$ cat src/design/tlfcl_ram.sv
module tlfcl_ram #(
    parameter int WIDTH = 32,
    parameter int DEPTH = 32,
    parameter int AW    = (DEPTH > 1) ? $clog2(DEPTH) : 1
) (
    input  logic             i_clk,
    input  logic             i_wr_en,
    input  logic [AW-1:0]    i_wr_addr,
    input  logic [WIDTH-1:0] i_wr_data,
    input  logic             i_rd_en,
    input  logic [AW-1:0]    i_rd_addr,
    output logic [WIDTH-1:0] o_rd_data
);

    logic [WIDTH-1:0] r_mem [DEPTH];
    logic [WIDTH-1:0] r_rd_data;

    always_ff @(posedge i_clk) begin
        if (i_wr_en) begin
            r_mem[i_wr_addr] <= i_wr_data;
        end
        if (i_rd_en) begin
            r_rd_data <= r_mem[i_rd_addr];
        end
    end

    assign o_rd_data = r_rd_data;

endmodule

$ cat config.mk
export PLATFORM = sky130hd
export DESIGN_NAME = tlfcl_ram
export DESIGN_NICKNAME = d
export VERILOG_FILES = /design/src/design/tlfcl_ram.sv
export SDC_FILE = /design/constraint.sdc
export NUM_CORES = 1
export LEC_CHECK = 0
export BUFFER_PORTS_ARGS = -buffer_cell sky130_fd_sc_hd__buf_2
export CAP_MARGIN = 20
export CELL_PAD_IN_SITES_DETAIL_PLACEMENT = 2
export CELL_PAD_IN_SITES_GLOBAL_PLACEMENT = 2
export CORE_MARGIN = 3
export CORE_UTILIZATION = 45
export CTS_CLUSTER_SIZE = 8
export DETAILED_ROUTE_END_ITERATION = 7
export PLACE_DENSITY = 0.78
export RECOVER_POWER = 25
export SLEW_MARGIN = 5
export SYNTH_ARGS = -nofsm -noshare
export SYNTH_HDL_FRONTEND = slang
export SYNTH_SLANG_ARGS = --single-unit
$ cat constraint.sdc
create_clock -name i_clk -period 3.6 [get_ports i_clk]
set_clock_uncertainty 0.15 [all_clocks]
set_input_delay 0.18 -clock i_clk [delete_from_list [all_inputs] [get_ports i_clk]]
set_output_delay 0.18 -clock i_clk [all_outputs]
set_load 0.005 [all_outputs]
==> metrics.txt, run 1 <==
status aborted with a tool error; RD Place Congestion 0.800; library cells used by synthesis 24; Mean Syn Cell Area 18.1 µm²; Halt Stage 3_5_place_dp; Initial Utilization 45.7%; port bufs 76; FF+latch count, synth 1056; Die Span Y 307 µm; Synth Warn # 0; I/O pin count 77; post-DP HPWL 83900 µm; num rows 109; Synth Instances 2260; Seq/Total Area, Yosys 77.7%; Err [ERROR DPL-0033] detailed placement checks failed during check placement.; Post-Syn Area 40800 µm²; Net Count, Synth 2305; Die X 307 µm
logic make-up after synthesis:
kind of cell    count (synthesis)  share of synthesized area (%)
buf+inv                       127                           1.85
compound gates                288                           4.81
simple gates                  277                           3.08
mux                           512                           12.6
flops                        1056                           77.7
stage by stage:
stage,hold WS [ns],instances
2_1_floorplan,0.129,2260
3_3_place_gp,0.432,3464
synthesized netlist by cell type:
master	count	share of area [%]
nand3b_1	5	0.092
nor2b_1	1	0.015
buf_1	5	0.046
a22o_1	64	1.4
nor2_1	34	0.31
nand3_1	98	1.2
buf_2	26	0.32
or3_1	1	0.015
edfxtp_1	1056	78
and2_1	1	0.015
a21oi_1	96	1.2
a31oi_1	32	0.49
or3b_2	3	0.064
nor3_1	32	0.39
clkbuf_1	46	0.42
a22oi_1	96	1.8
or2_2	1	0.015
buf_6	15	0.41
nand2b_1	2	0.031
nand2_1	98	0.90
mux2i_1	512	13
clkbuf_4	2	0.037
buf_4	33	0.61
and2b_1	1	0.018
==> run 2: changes to the inputs <==
- CELL_PAD_IN_SITES_DETAIL_PLACEMENT: 2 -> unset
- CELL_PAD_IN_SITES_GLOBAL_PLACEMENT: 2 -> unset
- CORE_UTILIZATION: 45 -> 30
- CTS_CLUSTER_SIZE: 8 -> unset
- PLACE_DENSITY: 0.78 -> unset
- PLACE_DENSITY_LB_ADDON: unset -> 0.15
==> run 2 against run 1 <==
  * The flow now finishes, with violations (capacitance limit, slew limit)
  * Synthesized area unchanged
  * Synthesized cell count unchanged
==> metrics.txt, run 2 <==
WHS Path Cells 3; Initial Utilization 30.4%; TritonCTS sink count 1056; post-DP HPWL 65000 µm; CP startpoint kind input port; TritonRoute pass-1 iters 6; total power 26.6 mW; CP delay by family, top buffers and inverters; Die X 375 µm; status finished with violations; area growth from synthesis to layout 17.6%; RSZ-0062 raised after global routing no; max incr delay on CP 1.67 ns; Seq/Total Area, Yosys 77.7%; Setup WS post-layout 1.30 ns; P_int 20.9 mW; Setup TNS Final 0 ns; logic gate share of total power 5.1%; DRT iter0 DRCs 1420; WP depth 2; library cells used by synthesis 24; fin crit period 2.30 ns; Data required, critical path 3.80 ns; VDD IR max 0.371 mV; clock latency on the worst-skew pair 0.69 ns; Place WS 0.889 ns; Worst R2R Path Depth 5; failing checks capacitance limit, slew limit; Overflow after GRT 0; vias per inst 4.94; Sw Ratio 21.5%; fillcell total 12.5k; Worst-Margin Slew 2.40 ns; Post-route DRC 0; detailed-route via count 21.4k; Worst EP arrival 2.49 ns; worst min-delay path class input port to register; max reg flops 1024; vias in the first global route 22.3k; Post-Syn Area 40800 µm²; Synth Warn # 0; remaining antenna violation count 0; Clock transition at path regs 0.06 ns; die area 140000 µm²; fin. max-slew vios 86; worst path cell trace clkbuf_1 > buf_4; FF+latch count, synth 1056; largest register by flop count r_mem; Setup CP Type input port to register; CTS root buf clkbuf_16; Post-synth EDFFs 1056; Final #Nets 2509; reg2reg setup slack 1.73 ns; static leakage 16.4 nW; core area 134000 µm²; CTS resizes 0; ranking of synthesized cells by area edfxtp_1 (78%), mux2i_1 (13%), a22oi_1 (1.8%); Mean Syn Cell Area 18.1 µm²; count leader, synth edfxtp_1; share of the synthesized area in the top cell type 77.7%; PwrDens 555 nW/µm²; initial antenna violation count 9; most instantiated cells after synthesis edfxtp_1 (1056), mux2i_1 (512), nand2_1 (98), nand3_1 (98); Post-Route WL 116000 µm; H-tree depth 3; Fin. Hold Viols 0; post-CTS setup buffers 0; Max Cap Viol 3; Sw Pwr 5.73 mW; Max-slew headroom -59.8%; period utilization 63.8%; first-pass GRT wire length 165000 µm; pin count of the biggest net entering global routing 65; num rows 134; clock buffer depth 3; Finish-stage setup viols 0; fmax 0.435 GHz; Routed WL per cell 26.9 µm; Synth Instances 2260; post-synth top area cell edfxtp_1; Total GRT Usage 16.3%; Buf/Inv on CP 2; RD Place Congestion 0.753; TritonCTS clock tree yes; clock group share of total power 43.0%; Net Count, Synth 2305; Die Span Y 375 µm; port bufs 76; CP endpoint kind register; share of cells above drive strength 1 14.3%; Post-synth ARST share 0%; Primary FF master, synth edfxtp_1; commonest non-fill, non-tap cells in the layout edfxtp_1 (1056), mux2i_1 (512), clkbuf_16 (118); sequential power share 51.9%; CP Max Fanout 19; CTS Buf Count 115; I/O pin count 77; most common cell after layout, fill and taps aside edfxtp_1; Worst path slowest cell clkbuf_1
-- run 2: cell type report --
| class | count | area [µm²] | share of cell area [%] |
|---|---|---|---|
| diodes | 1 | 2.50 | 0.00522 |
| well taps | 1768 | 2210 | 4.61 |
| flip-flops and latches | 1056 | 31700 | 66.1 |
| clock inverters | 68 | 606 | 1.26 |
| multi-input cells | 1077 | 8590 | 17.9 |
| repair buffers | 214 | 1810 | 3.77 |
| clock buffers | 144 | 3050 | 6.36 |
-- run 2: path summary, 6_finish.rpt --
| kind | start | to |
|---|---|---|
| min reg2reg | r_mem[27][26] | o_rd_data[26] |
| max | i_rd_en | o_rd_data[10] |
| min | i_wr_addr[3] | r_mem[19][1] |
| max reg2reg | r_mem[5][10] | o_rd_data[10] |
-- run 2: logic make-up after synthesis --
family / Yosys count / synth area share (%)
compound gates: 288 / 4.81
buf+inv: 127 / 1.85
flops: 1056 / 77.7
mux: 512 / 12.6
simple gates: 277 / 3.08
-- run 2: routing by layer --
layer  track usage (%)  part of all wire (%)
met1              21.7                    45
met2              27.8                    49
met3              2.46                   3.9
met4              4.47                   2.2
met5                 0                 0.030
-- run 2: what timing repair did --
| item | 4_1_cts | 5_1_grt |
|---|---|---|
| endpoints found under the hold margin | 1024 | 0 |
| endpoints found under the setup margin | 0 | 0 |
| hold buffers | 32 | 0 |
-- run 2: power groups by stage --
stage / registers [mW] / logic (mW) / clock network (mW)
after global routing: 13.8 / 1.46 / 12.3
after floorplan: 14.0 / 0.707 / 0
after global placement: 14.1 / 1.34 / 0
final: 13.8 / 1.36 / 11.4
after CTS: 13.8 / 1.39 / 11.7
after detailed placement: 14.1 / 1.35 / 0
-- run 2: per-stage QoR --
stage                     cells  util, %  hold slack [ns]  cell area, µm²
after detailed placement   4083     32.8            0.433           44000
after floorplan            2260        -            0.129           40800
final                      4328     35.7           0.0512           48000
after global routing       4327     35.7           0.0445           48000
after CTS                  4327     35.8           0.0391           48000
after global placement     4083     32.8            0.428           44000
(Power assumes the default switching activity.)
